### config.mk
export PLATFORM = sky130hd
export DESIGN_NAME = rbpw_ctrl
export DESIGN_NICKNAME = d
export VERILOG_FILES = /design/src/rotated_bitmap_pixel_writer_defines.svh /design/src/rbpw_pkg.sv /design/src/rbpw_ctrl.sv
export SDC_FILE = /design/constraint.sdc
export NUM_CORES = 1
export LEC_CHECK = 0
export ABC_AREA = 1
export BUFFER_PORTS_ARGS = -buffer_cell sky130_fd_sc_hd__buf_4
export CORE_AREA = 2 2 39 41
export CTS_CLUSTER_SIZE = 10
export DETAILED_ROUTE_END_ITERATION = 7
export DIE_AREA = 0 0 41 43
export SLEW_MARGIN = 5
export SYNTH_ARGS = -nofsm -noshare
export SYNTH_HDL_FRONTEND = slang
export SYNTH_SLANG_ARGS = --single-unit
### constraint.sdc
create_clock -name clk -period 2.5 [get_ports clk]
set_input_delay 0.25 -clock clk [delete_from_list [all_inputs] [get_ports clk]]
set_output_delay 0.25 -clock clk [all_outputs]
set_load 0.005 [all_outputs]
### src/rotated_bitmap_pixel_writer_defines.svh
// assertion macros used by the pixel writer top level
`ifndef ROTATED_BITMAP_PIXEL_WRITER_DEFINES_SVH
`define ROTATED_BITMAP_PIXEL_WRITER_DEFINES_SVH

// same-cycle implication, checked out of reset
`define RBPW_ASSERT_IMPL(label, ante, cons) \
    label: assert property (@(posedge clk) disable iff (!rst_n) (ante) |-> (cons)) \
        else $error("rbpw assertion failed");

// next-cycle implication, checked out of reset
`define RBPW_ASSERT_NEXT(label, ante, cons) \
    label: assert property (@(posedge clk) disable iff (!rst_n) (ante) |=> (cons)) \
        else $error("rbpw assertion failed");

`endif

### src/rbpw_pkg.sv
// shared types and constants of the rotated bitmap pixel writer
`default_nettype none

package rbpw_pkg;

    localparam int DEF_WIDTH_PIXELS  = 200;
    localparam int DEF_HEIGHT_PIXELS = 200;

    localparam int COORD_W    = 10;
    localparam int ADDR_OUT_W = 13;
    localparam int BYTE_W     = 8;
    localparam int MODE_W     = 2;
    localparam int CFG_IDX_W  = 1;
    localparam int XF_W       = 12;   // signed width of transform arithmetic

    // register indexes
    localparam logic [CFG_IDX_W-1:0] CFG_ROTATION = 1'd0;
    localparam logic [CFG_IDX_W-1:0] CFG_MIRROR   = 1'd1;

    // rotation codes
    localparam logic [MODE_W-1:0] ROT_NONE = 2'd0;
    localparam logic [MODE_W-1:0] ROT_90   = 2'd1;
    localparam logic [MODE_W-1:0] ROT_180  = 2'd2;
    localparam logic [MODE_W-1:0] ROT_270  = 2'd3;

    // mirror bit positions
    localparam int MIR_H_BIT = 0;
    localparam int MIR_V_BIT = 1;

    // command codes
    localparam logic CMD_PIXEL = 1'b0;
    localparam logic CMD_CLEAR = 1'b1;

    typedef struct packed {
        logic               command;
        logic [COORD_W-1:0] pixel_x;
        logic [COORD_W-1:0] pixel_y;
        logic               pixel_on;
    } in_item_t;

    typedef struct packed {
        logic                  applied;
        logic [ADDR_OUT_W-1:0] byte_address;
        logic [BYTE_W-1:0]     byte_value;
    } out_item_t;

    typedef enum logic [3:0] {
        ST_INIT,
        ST_IDLE,
        ST_XFORM,
        ST_ADDR,
        ST_READ,
        ST_WRITE,
        ST_DROP,
        ST_CLEAR,
        ST_CLEAR_DONE
    } state_t;

    typedef enum logic [1:0] {
        RES_DROP,
        RES_WRITE,
        RES_CLEAR
    } res_kind_t;

    typedef struct packed {
        logic      capture;
        logic      sweep_clr;
        logic      sweep_step;
        logic      pix_write;
        logic      load_out;
        res_kind_t res_kind;
    } ctrl_cmd_t;

    typedef struct packed {
        logic is_clear;
        logic ok;
        logic sweep_last;
        logic out_free;
    } dp_status_t;

endpackage

`default_nettype wire

### src/rbpw_ctrl.sv
// controller state machine of the pixel writer
`default_nettype none

module rbpw_ctrl (
    input  wire logic                 clk,
    input  wire logic                 rst_n,
    input  wire logic                 in_valid,
    output logic                      in_ready,
    input  wire rbpw_pkg::dp_status_t status,
    output rbpw_pkg::ctrl_cmd_t       cmd
);

    rbpw_pkg::state_t state_reg;
    rbpw_pkg::state_t state_next;

    always_ff @(posedge clk or negedge rst_n)
    begin
        if (!rst_n)
        begin
            state_reg <= rbpw_pkg::ST_INIT;
        end
        else
        begin
            state_reg <= state_next;
        end
    end

    // next state
    always_comb
    begin
        state_next = state_reg;
        case (state_reg)
            rbpw_pkg::ST_INIT:
            begin
                if (status.sweep_last)
                begin
                    state_next = rbpw_pkg::ST_IDLE;
                end
            end
            rbpw_pkg::ST_IDLE:
            begin
                if (in_valid)
                begin
                    state_next = rbpw_pkg::ST_XFORM;
                end
            end
            rbpw_pkg::ST_XFORM:
            begin
                state_next = status.is_clear ? rbpw_pkg::ST_CLEAR : rbpw_pkg::ST_ADDR;
            end
            rbpw_pkg::ST_ADDR:
            begin
                state_next = status.ok ? rbpw_pkg::ST_READ : rbpw_pkg::ST_DROP;
            end
            rbpw_pkg::ST_READ:
            begin
                state_next = rbpw_pkg::ST_WRITE;
            end
            rbpw_pkg::ST_WRITE, rbpw_pkg::ST_DROP, rbpw_pkg::ST_CLEAR_DONE:
            begin
                if (status.out_free)
                begin
                    state_next = rbpw_pkg::ST_IDLE;
                end
            end
            rbpw_pkg::ST_CLEAR:
            begin
                if (status.sweep_last)
                begin
                    state_next = rbpw_pkg::ST_CLEAR_DONE;
                end
            end
            default:
            begin
                state_next = rbpw_pkg::ST_INIT;
            end
        endcase
    end

    // outputs
    always_comb
    begin
        in_ready       = 1'b0;
        cmd.capture    = 1'b0;
        cmd.sweep_clr  = 1'b0;
        cmd.sweep_step = 1'b0;
        cmd.pix_write  = 1'b0;
        cmd.load_out   = 1'b0;
        cmd.res_kind   = rbpw_pkg::RES_DROP;
        case (state_reg)
            rbpw_pkg::ST_INIT, rbpw_pkg::ST_CLEAR:
            begin
                cmd.sweep_step = 1'b1;
            end
            rbpw_pkg::ST_IDLE:
            begin
                in_ready      = 1'b1;
                cmd.capture   = in_valid;
                cmd.sweep_clr = in_valid;
            end
            rbpw_pkg::ST_WRITE:
            begin
                cmd.pix_write = status.out_free;
                cmd.load_out  = status.out_free;
                cmd.res_kind  = rbpw_pkg::RES_WRITE;
            end
            rbpw_pkg::ST_DROP:
            begin
                cmd.load_out = status.out_free;
                cmd.res_kind = rbpw_pkg::RES_DROP;
            end
            rbpw_pkg::ST_CLEAR_DONE:
            begin
                cmd.load_out = status.out_free;
                cmd.res_kind = rbpw_pkg::RES_CLEAR;
            end
            default:
            begin
                in_ready = 1'b0;
            end
        endcase
    end

endmodule

`default_nettype wire

==> results of run 1 <==
metal layers:
metal / GRT usage / routed length [um] / vias to the layer above
met5: 0 / 0 / -
met4: 0.0800 / 21 / 0
met3: 0 / 21 / 2
met2: 0.188 / 419 / 6
met1: 0.141 / 350 / 165
li1: - / - / 220
kinds of logic after synthesis:
logic type | after synthesis | synth area share
compound gates | 5 | 0.0625
flops | 4 | 0.250
simple gates | 38 | 0.525
buf+inv | 14 | 0.162
metrics by stage:
stage | util | instances | hold WS (ps)
global route | 0.390 | 93 | 257
global placement | 0.366 | 89 | 46.1
floorplan | - | 61 | -45.6
detailed placement | 0.366 | 89 | 46.1
finish | 0.390 | 93 | 249
CTS | 0.390 | 93 | 246
worst register-to-register path, delay by kind of cell, from the launching register on:
family	cells	cell delay [ps]
flops	1	480
buf+inv	1	70
simple gates	7	630
power breakdown:
| part | internal, mW | switching (mW) |
|---|---|---|
| logic | 0.189 | 0.264 |
| clock network | 0.0536 | 0.0251 |
| registers | 0.0962 | 0.0539 |
| total | 0.339 | 0.343 |
placed cells by master, fill, tap and decap left out:
cell type      instances
nand2_1               14
buf_4                 14
inv_1                 10
nand3_1                7
nor2_1                 4
dfrtp_1                4
nor2_4                 3
nand2_2                3
clkbuf_4               3
nor2_2                 2
nand3_2                2
o21ai_0                2
a21oi_1                2
inv_2                  1
nor4_1                 1
nor3_1                 1
o21ai_1                1
clkinv_2               1
nand2_4                1
dlygate4sd3_1          1
how the worst min path moves through the flow:
stage,start,endpoint,slack (ps),cells past startpoint
after floorplan,rst_n,state_reg[0],-50,0
after global placement,rst_n,state_reg[0],50,1
after detailed placement,rst_n,state_reg[0],50,1
after CTS,status[3],state_reg[2],250,3
after global routing,status[3],state_reg[2],260,3
final,status[3],state_reg[2],250,3
cell type report:
| class | count | area, um^2 | area share |
|---|---|---|---|
| Clock buffer | 3 | 22.5 | 0.0418 |
| Tap cell | 16 | 20.0 | 0.0371 |
| Timing Repair Buffer | 15 | 115 | 0.213 |
| Inverter | 12 | 46.3 | 0.0858 |
| Sequential cell | 4 | 100 | 0.186 |
| Multi-Input combinational cell | 43 | 235 | 0.436 |
==> impl_metrics.ini, run 1 <==
[outcome]
status = completed

[critical_path]
crit_slowest_cell = dfrtp_1
cp.depth = 6
cp-startpoint = state_reg[1]
worstPathArrival_ps = 1340
r2r_start = state_reg[1]
cp_max_fo = 8
crit_path_end_kind = output pin
path_delay_family = simple AND/OR/NAND/NOR gates
rrSetupSlack_ps = 1190
crit_top_cell = nand2_1
reg2reg_to = state_reg[1]
start_kind = register
reg2reg_depth = 8
cp.required_ps = 2250
path_cells = nor2_4, nand2_1, nand2_2, nand2_1, nor2_1, buf_4
critPathCapture = cmd[2]
cpPeakStageDelay_ps = 480
critical_path_buf_inv_count = 1
crit_type = register to output pin

[finish]
design.final.nets = 86
syn_to_final_growth_pct = 34.7
diodes = 0
largest_reg_flops = 4
num-fill-cells = 144
drive_gt1_frac = 0.390
design_area_um2 = 539

[synth]
syn_inst = 61
ys_top_cells_by_count = 14 x nand2_1, 10 x inv_1, 7 x nand3_1
synth_area_leader_cell = dfrtp_1
syn_nets = 68
ys_warn_count = 0
async_reset_ff_frac = 1.00
synth_edf_count = 0
synth.distinct_cells = 19
ys_ff_latch = 4
synth_most_common_cell = nand2_1
syn_avg_cell_area_um2 = 6.56
netlist.area_leader.share = 0.250
synth_area_leaders = dfrtp_1 25%, nand2_1 13%, inv_1 9.4%, nand3_1 8.8%, nor2_4 8.4%
yosysSeqAreaShare = 0.250
synth_area_um2 = 400
synth-main-ff-cell = dfrtp_1

[pwr]
power.density_mw_per_mm2 = 1270
power_leakage_nw = 0.307
totalPowerFinal_uw = 683
ir_drop_mv = 0.470

[routing]
ant_nets = 0
dr_total_vias = 393
firstDrtPassIters = 4
routed_wl_um = 812
vias_per_cell = 4.23
avgRoutedWirePerCell_um = 8.73
drt-initial-drc-count = 4
drc = 0

[sta]
timing.final.crit_period_ps = 1590
relSlewSlack = 0.782
tightest_slew_ps = 328
tns_ps = 0
maxSlewViolCount = 0
post-route-period-util = 0.638
fin_ws_ps = 906
rsz0062_at_grt = no
clock_skew_ps = 1.25
hold_violations = 0
max_freq_mhz = 627
setup_violations = 0

[global_route]
grt_pass1_wl_um = 1410
gr-total-overflow = 0
antenna_found_initial = 0
grt_max_degree = 9
grt_util_all_layers = 0.116
grt_pass1_vias = 377

[clocking]
cts_resized = 0
cts.sinks = 4
cts_root_buf = clkbuf_4
cts_buffers = 3
htreeDepth = 1
ctsHoldBuffers = 1
clockBufferDepth = 2
cts_setup_buffers = 0
clk_latency_ps = 230
cts_tree = done
clk_pin_slew_ps = 40

[worst_hold_path]
worstHoldPathType = input pin to register

[placed_design]
pre_cts_ws_ps = 1140
hpwlAfterDp_um = 671
placed_area_um2 = 507
io_buffers = 14
place_congestion = 0.905

[floorplan]
rows = 14
core_mm2 = 0.00138
die_area_mm2 = 0.00176
io_pins = 15
die_w_um = 41
start_util = 0.289
die_h_um = 43

[flow_run]
drv_cap = 0
Power figures use the tool's default switching activity.
==> run 2, diff against run 1 <==
==> constraint.sdc (replaced) <==
create_clock -name clk -period 1.6 [get_ports clk]
set_input_delay 0.16 -clock clk [delete_from_list [all_inputs] [get_ports clk]]
set_output_delay 0.16 -clock clk [all_outputs]
set_load 0.005 [all_outputs]
==> impl_metrics.ini, run 2 (synthesis results as in run 1) <==
[outcome]
status = completed

[flow_run]
drv_cap = 0

[global_route]
grt_pass1_vias = 385
grt_pass1_wl_um = 1570
antenna_found_initial = 0
grt_max_degree = 9
gr-total-overflow = 0
grt_util_all_layers = 0.126

[sta]
setup_violations = 0
clock_skew_ps = 3.96
timing.final.crit_period_ps = 1490
relSlewSlack = 0.833
hold_violations = 0
rsz0062_at_grt = yes
max_freq_mhz = 669
post-route-period-util = 0.934
fin_ws_ps = 106
tns_ps = 0
maxSlewViolCount = 0
tightest_slew_ps = 250

[critical_path]
reg2reg_to = state_reg[0]
reg2reg_depth = 8
cp_max_fo = 6
crit_type = register to output pin
critPathCapture = cmd[6]
start_kind = register
worstPathArrival_ps = 1330
r2r_start = state_reg[1]
crit_path_end_kind = output pin
cp-startpoint = state_reg[3]
rrSetupSlack_ps = 350
cp.required_ps = 1440

[finish]
instances_no_fill = 95
final_cell_mix = 16 x buf_4, 13 x nand2_1, 10 x inv_1
num-fill-cells = 148
largest_reg_flops = 4
final_common_cell = buf_4
design_area_um2 = 559
syn_to_final_growth_pct = 39.7
design.final.nets = 88
drive_gt1_frac = 0.443
diodes = 0

[routing]
ant_nets = 0
vias_per_cell = 4.38
avgRoutedWirePerCell_um = 8.76
met1_length_um = 387
drt-initial-drc-count = 6
dr_total_vias = 416
routed_wl_um = 832
top_layer = met3
firstDrtPassIters = 4
drc = 0
met2_length_um = 425
dr_wl_met3_um = 19

[floorplan]
io_pins = 15
die_h_um = 43
core_mm2 = 0.00138
start_util = 0.289
rows = 14
die_w_um = 41
die_area_mm2 = 0.00176

[placed_design]
io_buffers = 14
place_congestion = 0.798
hpwlAfterDp_um = 682
dp_cells = 89
pre_cts_ws_ps = 286
placed_area_um2 = 507

[clocking]
cts_root_buf = clkbuf_4
cts_buffers = 3
clk_pin_slew_ps = 30
cts_tree = done
clockBufferDepth = 2
cts.sinks = 4
htreeDepth = 1
clk_latency_ps = 230

[pwr]
power_frac_clock = 0.107
p_switching_uw = 546
power_leakage_nw = 0.315
sequentialPowerShare = 0.212
power.share.combinational = 0.681
ir_drop_mv = 0.766
power.density_mw_per_mm2 = 1990
netSwitchingFraction = 0.490
p_int_uw = 568

[worst_hold_path]
worstHoldPathType = input pin to register
==> run 2: repair_timing <==
item | in CTS | in global routing
endpoints found under the hold margin | 4 | 0
setup endpoints to repair | 0 | 3
hold buffers | 1 | 0
resized for setup | 0 | 3
buffers inserted | 0 | 2
==> run 2: final cells by class <==
type | count | area (um^2) | share of cell area
Sequential cell | 4 | 103 | 0.183
Inverter | 12 | 46.3 | 0.0828
Tap cell | 16 | 20.0 | 0.0358
Clock buffer | 3 | 22.5 | 0.0403
Multi-Input combinational cell | 43 | 238 | 0.425
Timing Repair Buffer | 17 | 130 | 0.233
==> run 2: worst min-delay path by stage <==
stage              start      endpoint  cells past startpoint
2_1_floorplan      rst_n  state_reg[0]                      0
3_3_place_gp       rst_n  state_reg[3]                      1
3_5_place_dp       rst_n  state_reg[1]                      1
4_1_cts        status[3]  state_reg[2]                      3
5_1_grt        status[3]  state_reg[2]                      3
6_report       status[3]  state_reg[2]                      3
==> run 2: power by group through the flow <==
stage / combinational [mW] / clock, mW / sequential [mW]
floorplan: 0.566 / 0 / 0.198
global placement: 0.705 / 0 / 0.237
detailed placement: 0.712 / 0 / 0.238
CTS: 0.718 / 0.127 / 0.237
global route: 0.878 / 0.135 / 0.248
finish: 0.758 / 0.119 / 0.237
==> run 2: critical path: stages, from the launching register on <==
cell     delay, ps
dfrtp_1        410
nor2_2         250
nand3_2        150
nor2_1         160
buf_4          140
==> run 2: metrics by stage <==
step / total power, mW / hold slack, ps / utilization
final: 1.11 / 170 / 0.404
after global routing: 1.26 / 176 / 0.404
after CTS: 1.08 / 163 / 0.390
after detailed placement: 0.950 / -43.6 / 0.366
after global placement: 0.943 / -41.9 / 0.366
after floorplan: 0.764 / -136 / -
==> run 2: metal layers <==
layer  GRT usage  vias to the layer above
met5           0                        -
met2       0.172                        4
met4      0.0600                        0
met3      0.0157                        0
li1            -                      223
met1       0.191                      189
