<file path="config.mk">
export PLATFORM = sky130hd
export DESIGN_NAME = rbpw_dp
export DESIGN_NICKNAME = d
export VERILOG_FILES = /design/src/rotated_bitmap_pixel_writer_defines.svh /design/src/rbpw_pkg.sv /design/src/rbpw_dp.sv
export SDC_FILE = /design/constraint.sdc
export NUM_CORES = 1
export LEC_CHECK = 0
export BUFFER_PORTS_ARGS = -buffer_cell sky130_fd_sc_hd__buf_2
export CAP_MARGIN = 20
export CORE_MARGIN = 5
export CORE_UTILIZATION = 45
export DETAILED_ROUTE_END_ITERATION = 10
export GPL_ROUTABILITY_DRIVEN = 0
export PLACE_DENSITY = 0.7
export SLEW_MARGIN = 25
export SYNTH_ARGS = -nofsm -noshare
export SYNTH_HDL_FRONTEND = slang
export SYNTH_SLANG_ARGS = --single-unit
export TNS_END_PERCENT = 50
</file>
<file path="constraint.sdc">
create_clock -name clk -period 4.3 [get_ports clk]
set_clock_uncertainty 0.15 [all_clocks]
set_input_delay 0 -clock clk [delete_from_list [all_inputs] [get_ports clk]]
set_output_delay 0 -clock clk [all_outputs]
set_load 0.1 [all_outputs]
</file>
<file path="src/rotated_bitmap_pixel_writer_defines.svh">
// assertion macros used by the pixel writer top level
`ifndef ROTATED_BITMAP_PIXEL_WRITER_DEFINES_SVH
`define ROTATED_BITMAP_PIXEL_WRITER_DEFINES_SVH

// same-cycle implication, checked out of reset
`define RBPW_ASSERT_IMPL(label, ante, cons) \
    label: assert property (@(posedge clk) disable iff (!rst_n) (ante) |-> (cons)) \
        else $error("rbpw assertion failed");

// next-cycle implication, checked out of reset
`define RBPW_ASSERT_NEXT(label, ante, cons) \
    label: assert property (@(posedge clk) disable iff (!rst_n) (ante) |=> (cons)) \
        else $error("rbpw assertion failed");

`endif

</file>
<file path="src/rbpw_pkg.sv">
// shared types and constants of the rotated bitmap pixel writer
`default_nettype none

package rbpw_pkg;

    localparam int DEF_WIDTH_PIXELS  = 200;
    localparam int DEF_HEIGHT_PIXELS = 200;

    localparam int COORD_W    = 10;
    localparam int ADDR_OUT_W = 13;
    localparam int BYTE_W     = 8;
    localparam int MODE_W     = 2;
    localparam int CFG_IDX_W  = 1;
    localparam int XF_W       = 12;   // signed width of transform arithmetic

    // register indexes
    localparam logic [CFG_IDX_W-1:0] CFG_ROTATION = 1'd0;
    localparam logic [CFG_IDX_W-1:0] CFG_MIRROR   = 1'd1;

    // rotation codes
    localparam logic [MODE_W-1:0] ROT_NONE = 2'd0;
    localparam logic [MODE_W-1:0] ROT_90   = 2'd1;
    localparam logic [MODE_W-1:0] ROT_180  = 2'd2;
    localparam logic [MODE_W-1:0] ROT_270  = 2'd3;

    // mirror bit positions
    localparam int MIR_H_BIT = 0;
    localparam int MIR_V_BIT = 1;

    // command codes
    localparam logic CMD_PIXEL = 1'b0;
    localparam logic CMD_CLEAR = 1'b1;

    typedef struct packed {
        logic               command;
        logic [COORD_W-1:0] pixel_x;
        logic [COORD_W-1:0] pixel_y;
        logic               pixel_on;
    } in_item_t;

    typedef struct packed {
        logic                  applied;
        logic [ADDR_OUT_W-1:0] byte_address;
        logic [BYTE_W-1:0]     byte_value;
    } out_item_t;

    typedef enum logic [3:0] {
        ST_INIT,
        ST_IDLE,
        ST_XFORM,
        ST_ADDR,
        ST_READ,
        ST_WRITE,
        ST_DROP,
        ST_CLEAR,
        ST_CLEAR_DONE
    } state_t;

    typedef enum logic [1:0] {
        RES_DROP,
        RES_WRITE,
        RES_CLEAR
    } res_kind_t;

    typedef struct packed {
        logic      capture;
        logic      sweep_clr;
        logic      sweep_step;
        logic      pix_write;
        logic      load_out;
        res_kind_t res_kind;
    } ctrl_cmd_t;

    typedef struct packed {
        logic is_clear;
        logic ok;
        logic sweep_last;
        logic out_free;
    } dp_status_t;

endpackage

`default_nettype wire

</file>
<file path="src/rbpw_dp.sv">
// datapath: config registers, coordinate transform, address, byte update, result register
`default_nettype none

module rbpw_dp #(
    parameter int WIDTH_PIXELS  = rbpw_pkg::DEF_WIDTH_PIXELS,
    parameter int HEIGHT_PIXELS = rbpw_pkg::DEF_HEIGHT_PIXELS,
    localparam int WIDTH_BYTES = (WIDTH_PIXELS + 7) / 8,
    localparam int STORE_BYTES = WIDTH_BYTES * HEIGHT_PIXELS,
    localparam int ADDR_W      = (STORE_BYTES > 1) ? $clog2(STORE_BYTES) : 1
) (
    input  wire logic                               clk,
    input  wire logic                               rst_n,
    input  wire logic                               cfg_we,
    input  wire logic [rbpw_pkg::CFG_IDX_W-1:0]     cfg_index,
    input  wire logic [rbpw_pkg::MODE_W-1:0]        cfg_wdata,
    input  wire rbpw_pkg::in_item_t                 in_data,
    input  wire rbpw_pkg::ctrl_cmd_t                cmd,
    output rbpw_pkg::dp_status_t                    status,
    input  wire logic                               out_ready,
    output logic                                    out_valid,
    output rbpw_pkg::out_item_t                     out_data,
    output logic                                    ram_we,
    output logic [ADDR_W-1:0]                       ram_waddr,
    output logic [rbpw_pkg::BYTE_W-1:0]             ram_wdata,
    output logic [ADDR_W-1:0]                       ram_raddr,
    input  wire logic [rbpw_pkg::BYTE_W-1:0]        ram_rdata
);

    localparam logic signed [rbpw_pkg::XF_W-1:0] W_LIM = rbpw_pkg::XF_W'(WIDTH_PIXELS);
    localparam logic signed [rbpw_pkg::XF_W-1:0] H_LIM = rbpw_pkg::XF_W'(HEIGHT_PIXELS);
    localparam logic signed [rbpw_pkg::XF_W-1:0] W_MAX = rbpw_pkg::XF_W'(WIDTH_PIXELS - 1);
    localparam logic signed [rbpw_pkg::XF_W-1:0] H_MAX = rbpw_pkg::XF_W'(HEIGHT_PIXELS - 1);

    logic [rbpw_pkg::MODE_W-1:0]  rot_reg;
    logic [rbpw_pkg::MODE_W-1:0]  mir_reg;
    logic                         cmd_reg;
    logic [rbpw_pkg::COORD_W-1:0] x_reg;
    logic [rbpw_pkg::COORD_W-1:0] y_reg;
    logic                         on_reg;
    logic [rbpw_pkg::COORD_W-1:0] xt_reg;
    logic [rbpw_pkg::COORD_W-1:0] yt_reg;
    logic                         ok_reg;
    logic [ADDR_W-1:0]            addr_reg;
    logic [2:0]                   bit_reg;
    logic [ADDR_W-1:0]            sweep_reg;
    logic                         out_valid_reg;
    rbpw_pkg::out_item_t          out_data_reg;
    rbpw_pkg::out_item_t          out_data_next;

    logic signed [rbpw_pkg::XF_W-1:0] xs;
    logic signed [rbpw_pkg::XF_W-1:0] ys;
    logic signed [rbpw_pkg::XF_W-1:0] xa;
    logic signed [rbpw_pkg::XF_W-1:0] ya;
    logic signed [rbpw_pkg::XF_W-1:0] xb;
    logic signed [rbpw_pkg::XF_W-1:0] yb;
    logic                             ok_next;
    logic [ADDR_W-1:0]                addr_next;
    logic [rbpw_pkg::BYTE_W-1:0]      bit_mask;
    logic [rbpw_pkg::BYTE_W-1:0]      new_byte;

    // config registers
    always_ff @(posedge clk or negedge rst_n)
    begin
        if (!rst_n)
        begin
            rot_reg <= rbpw_pkg::ROT_NONE;
            mir_reg <= '0;
        end
        else if (cfg_we)
        begin
            case (cfg_index)
                rbpw_pkg::CFG_ROTATION: rot_reg <= cfg_wdata;
                rbpw_pkg::CFG_MIRROR:   mir_reg <= cfg_wdata;
                default:                rot_reg <= rot_reg;
            endcase
        end
    end

    // captured command
    always_ff @(posedge clk)
    begin
        if (cmd.capture)
        begin
            cmd_reg <= in_data.command;
            x_reg   <= in_data.pixel_x;
            y_reg   <= in_data.pixel_y;
            on_reg  <= in_data.pixel_on;
        end
    end

    // rotation then mirroring, signed so out-of-panel results are caught
    always_comb
    begin
        xs = rbpw_pkg::XF_W'(x_reg);
        ys = rbpw_pkg::XF_W'(y_reg);
        case (rot_reg)
            rbpw_pkg::ROT_90:
            begin
                xa = ys;
                ya = H_MAX - xs;
            end
            rbpw_pkg::ROT_180:
            begin
                xa = W_MAX - xs;
                ya = H_MAX - ys;
            end
            rbpw_pkg::ROT_270:
            begin
                xa = W_MAX - ys;
                ya = xs;
            end
            default:
            begin
                xa = xs;
                ya = ys;
            end
        endcase
        xb = mir_reg[rbpw_pkg::MIR_H_BIT] ? (W_MAX - xa) : xa;
        yb = mir_reg[rbpw_pkg::MIR_V_BIT] ? (H_MAX - ya) : ya;
        ok_next = (xs < W_LIM) && (ys < H_LIM)
                  && (xb >= 0) && (xb < W_LIM) && (yb >= 0) && (yb < H_LIM);
    end

    assign addr_next = ADDR_W'(yt_reg) * ADDR_W'(WIDTH_BYTES) + ADDR_W'(xt_reg >> 3);

    always_ff @(posedge clk)
    begin
        xt_reg   <= xb[rbpw_pkg::COORD_W-1:0];
        yt_reg   <= yb[rbpw_pkg::COORD_W-1:0];
        ok_reg   <= ok_next;
        addr_reg <= addr_next;
        bit_reg  <= xt_reg[2:0];
    end

    // msb is the leftmost pixel
    assign bit_mask = 8'h80 >> bit_reg;
    assign new_byte = on_reg ? (ram_rdata | bit_mask) : (ram_rdata & ~bit_mask);

    // clearing pass counter
    always_ff @(posedge clk or negedge rst_n)
    begin
        if (!rst_n)
        begin
            sweep_reg <= '0;
        end
        else if (cmd.sweep_clr)
        begin
            sweep_reg <= '0;
        end
        else if (cmd.sweep_step)
        begin
            sweep_reg <= sweep_reg + ADDR_W'(1);
        end
    end

    assign ram_we    = cmd.sweep_step || cmd.pix_write;
    assign ram_waddr = cmd.sweep_step ? sweep_reg : addr_reg;
    assign ram_wdata = cmd.pix_write ? new_byte : '0;
    assign ram_raddr = addr_reg;

    // result register
    always_comb
    begin
        out_data_next = '0;
        case (cmd.res_kind)
            rbpw_pkg::RES_WRITE:
            begin
                out_data_next.applied      = 1'b1;
                out_data_next.byte_address = rbpw_pkg::ADDR_OUT_W'(addr_reg);
                out_data_next.byte_value   = new_byte;
            end
            rbpw_pkg::RES_CLEAR:
            begin
                out_data_next.applied = 1'b1;
            end
            default:
            begin
                out_data_next.applied = 1'b0;
            end
        endcase
    end

    always_ff @(posedge clk or negedge rst_n)
    begin
        if (!rst_n)
        begin
            out_valid_reg <= 1'b0;
        end
        else if (cmd.load_out)
        begin
            out_valid_reg <= 1'b1;
        end
        else if (out_ready)
        begin
            out_valid_reg <= 1'b0;
        end
    end

    always_ff @(posedge clk)
    begin
        if (cmd.load_out)
        begin
            out_data_reg <= out_data_next;
        end
    end

    assign out_valid = out_valid_reg;
    assign out_data  = out_data_reg;

    assign status.is_clear   = (cmd_reg == rbpw_pkg::CMD_CLEAR);
    assign status.ok         = ok_reg;
    assign status.sweep_last = (sweep_reg == ADDR_W'(STORE_BYTES - 1));
    assign status.out_free   = !out_valid_reg || out_ready;

endmodule

`default_nettype wire

</file>
==> reports/metrics.yaml <==
pwr:
  power_leakage_nw: 3.226
  power_density_mw_per_mm2: 790.9
  p_total_mw: 5.659
  vdd_drop_max_uv: 393.0
clocking:
  root_buffer: "clkbuf_16"
  clk_path_buf_depth: 2
  numCtsBuffers: 9
  clk_latency_ns: 0.35
  cts_num_sinks: 99
  clkTransAtPathRegs_ns: 0.07
  cts_tree: "yes"
  h-tree-depth: 3
  post_cts_resized: 0
min_path:
  min_path_type: "in2reg"
timing:
  fin_tns_setup_ns: 0
  drv_slew: 0
  layout_min_cycle_time_ns: 3.618
  slew_headroom_pct: 41.14
  hold_viol: 0
  rsz0062_at_grt: "no"
  post-route-period-util_pct: 84.13
  finalSetupViolations: 0
  fmax_mhz: 276.4
  setup_ws_ns: 0.6824
  worstMarginPinSlew_ns: 0.8799
synth:
  synth_fp_nets: 626
  yosys-top-cells-area: "edfxtp_1 23%, dfxtp_1 13%, ha_1 9.1%"
  synth_top_area_cell: "edfxtp_1"
  synth.avg_cell_area_um2: 10.87
  synth-edff-count: 44
  synth.top_cell.area_share_pct: 22.94
  async_flop_share_pct: 18.18
  yosysWarnings: 0
  ys_types: 65
  synthCells: 530
  synthesis.area_mm2: 0.005761
  ys.flop_type: "edfxtp_1"
  netlist_top_cells_count: "49 x inv_1, 44 x edfxtp_1, 42 x ha_1"
  ys_ff_latch: 99
  seq_area_frac_synth_pct: 43.61
  yosysMostFrequentCell: "inv_1"
floorplanning:
  start_util_pct: 45.83
  ios: 106
  core_area_mm2: 0.01257
  die_area_mm2: 0.01516
  rows: 41
  die_h_um: 123.1
  die_x_um: 123.1
detailed_routing:
  wirelength_um: 11810
  drt_pass1_iterations: 4
  vias_per_cell: 4.969
  wl_per_cell_um: 13.86
  final_antenna_net_count: 0
  route.detailed.drc: 0
  vias: 4234
  drtIter0Drc: 171
critical_path:
  cp_max_fo: 3
  end_kind: "register"
  crit_family: "adder cells"
  crit_chain: "ha_1 -> inv_1 -> fa_1 -> fa_1 -> inv_1 -> ha_1 -> inv_1 -> o21bai_1 -> a21oi_1 -> o21ai_0 -> or4b_2 -> nand3_1"
  critPathKind: "reg2reg"
  cp.required_ns: 4.43
  cpMostUsedCell: "inv_1"
  start_kind: "register"
  worst_ep_arrival_time_ns: 3.75
  slowest_delay_ns: 0.68
  crit_buf_inv: 3
  cpMaxStageDelayCell: "or4b_2"
  r2r_slack_ns: 0.68
global_routing:
  use_met3_pct: 3.705
  grt_pass1_vias: 4333
  antenna_found_initial: 0
  globalRouteMet1Util_pct: 18.55
  grt_pass1_wl_um: 19510
  grt_usage_pct: 16.11
  top_usage_layer: "met2"
  overflow: 0
  use_met2_pct: 29.29
  grt_start_max_net_pins: 27
placement:
  dpl_worst_slack_ns: 0.6783
  hpwlAfterDp_um: 8993
  portBuffers: 105
layout:
  flow.area_growth_from_synthesis_pct: 24.20
  n_fill_cell: 1062
  multi_input_area_mm2: 0.002949
  fin_nets: 770
  largest_reg_flops: 22
  drive_above_1_share_pct: 23.42
  fin_util_pct: 56.92
  regArea_mm2: 0.002512
job:
  maxCapViolations: 0
outcome:
  outcome: "finished, final reports clean"
-- where the power goes --
part | internal, mW | leakage, nW | switching (mW) | total [mW]
registers | 1.24 | 0.995 | 0.163 | 1.40
clock network | 0.429 | 0.141 | 0.340 | 0.769
logic | 1.24 | 2.09 | 2.25 | 3.49
-- placed cells by master (no fill, tap or decap), drive strengths merged, types with 3 or more instances in the layout --
cell type	count
inv	54
nor3	8
nand3	4
nor2	34
nand2	28
nor3b	3
or3	4
o21ai	18
dfxtp	37
and3	5
a2111oi	3
nand4	4
nand2b	3
xor2	19
edfxtp	44
a211oi	4
xnor2	31
buf	107
a21oi	14
or2	3
fa	10
mux2i	20
dlygate4sd3	45
ha	42
nor4	5
clkbuf	11
and2	16
dfrtp	18
mux2	18
nor2b	27
nor4b	5
-- logic make-up (layout without fill, tap and decap cells) --
group / Yosys count / count (layout) / synth area share [%]
simple gates: 157 / 157 / 15.88
flops: 99 / 99 / 43.61
buf+inv: 71 / 220 / 5.191
compound gates: 61 / 61 / 7.276
fa+ha+maj: 52 / 52 / 12.60
xor+xnor: 50 / 50 / 7.602
mux: 40 / 40 / 7.841
other cells: 0 / 1 / 0
-- layout make-up --
cell class              instances  area share [%]
diodes                          1         0.03498
flip-flops and latches         99           35.12
inverters                      52           2.728
well taps                     172           3.008
repair buffers                152           13.85
clock inverters                 5          0.4897
multi-input cells             360           41.22
clock buffers                  11           3.550
-- path summary, 6_finish.rpt --
check / startpoint / to / depth (start not counted)
max: yt_reg[2] / ram_raddr[11] / 12
min in group asynchronous: rst_n / sweep_reg[6] / 3
min reg2reg: xt_reg[1] / bit_reg[1] / 0
max reg2reg: yt_reg[2] / ram_raddr[11] / 12
max in group asynchronous: rst_n / mir_reg[1] / 3
min: cmd[2] / out_data[10] / 1
-- metrics by stage --
stage	hold slack (ns)	std cells	instance area (um^2)
after floorplan	-0.4456	530	5761
after global placement	-0.1909	790	6412
after detailed placement	-0.1893	790	6412
after CTS	0.00008915	851	7152
after global routing	0.01833	851	7152
final	0.004609	852	7154
-- worst reg2reg max path, stage by stage (launching register included) --
cell	delay (ns)
dfxtp_1	0.33
ha_1	0.27
inv_1	0.05
fa_1	0.50
fa_1	0.54
inv_1	0.04
ha_1	0.33
inv_1	0.07
o21bai_1	0.08
a21oi_1	0.22
o21ai_0	0.20
or4b_2	0.68
nand3_1	0.10
-- routing by layer --
layer | up-vias | wire length (um) | part of all wire [%]
li1 | 2123 | - | -
met3 | 14 | 607 | 5.1
met4 | 0 | 161 | 1.4
met5 | - | 0 | 0
met2 | 95 | 6250 | 53
met1 | 2002 | 4789 | 41
-- repair_timing --
item,in CTS,in global routing
setup buffers,0,0
hold endpoints to repair,89,0
hold buffers,45,0
Note: power is estimated with default switching activity, not from simulation.
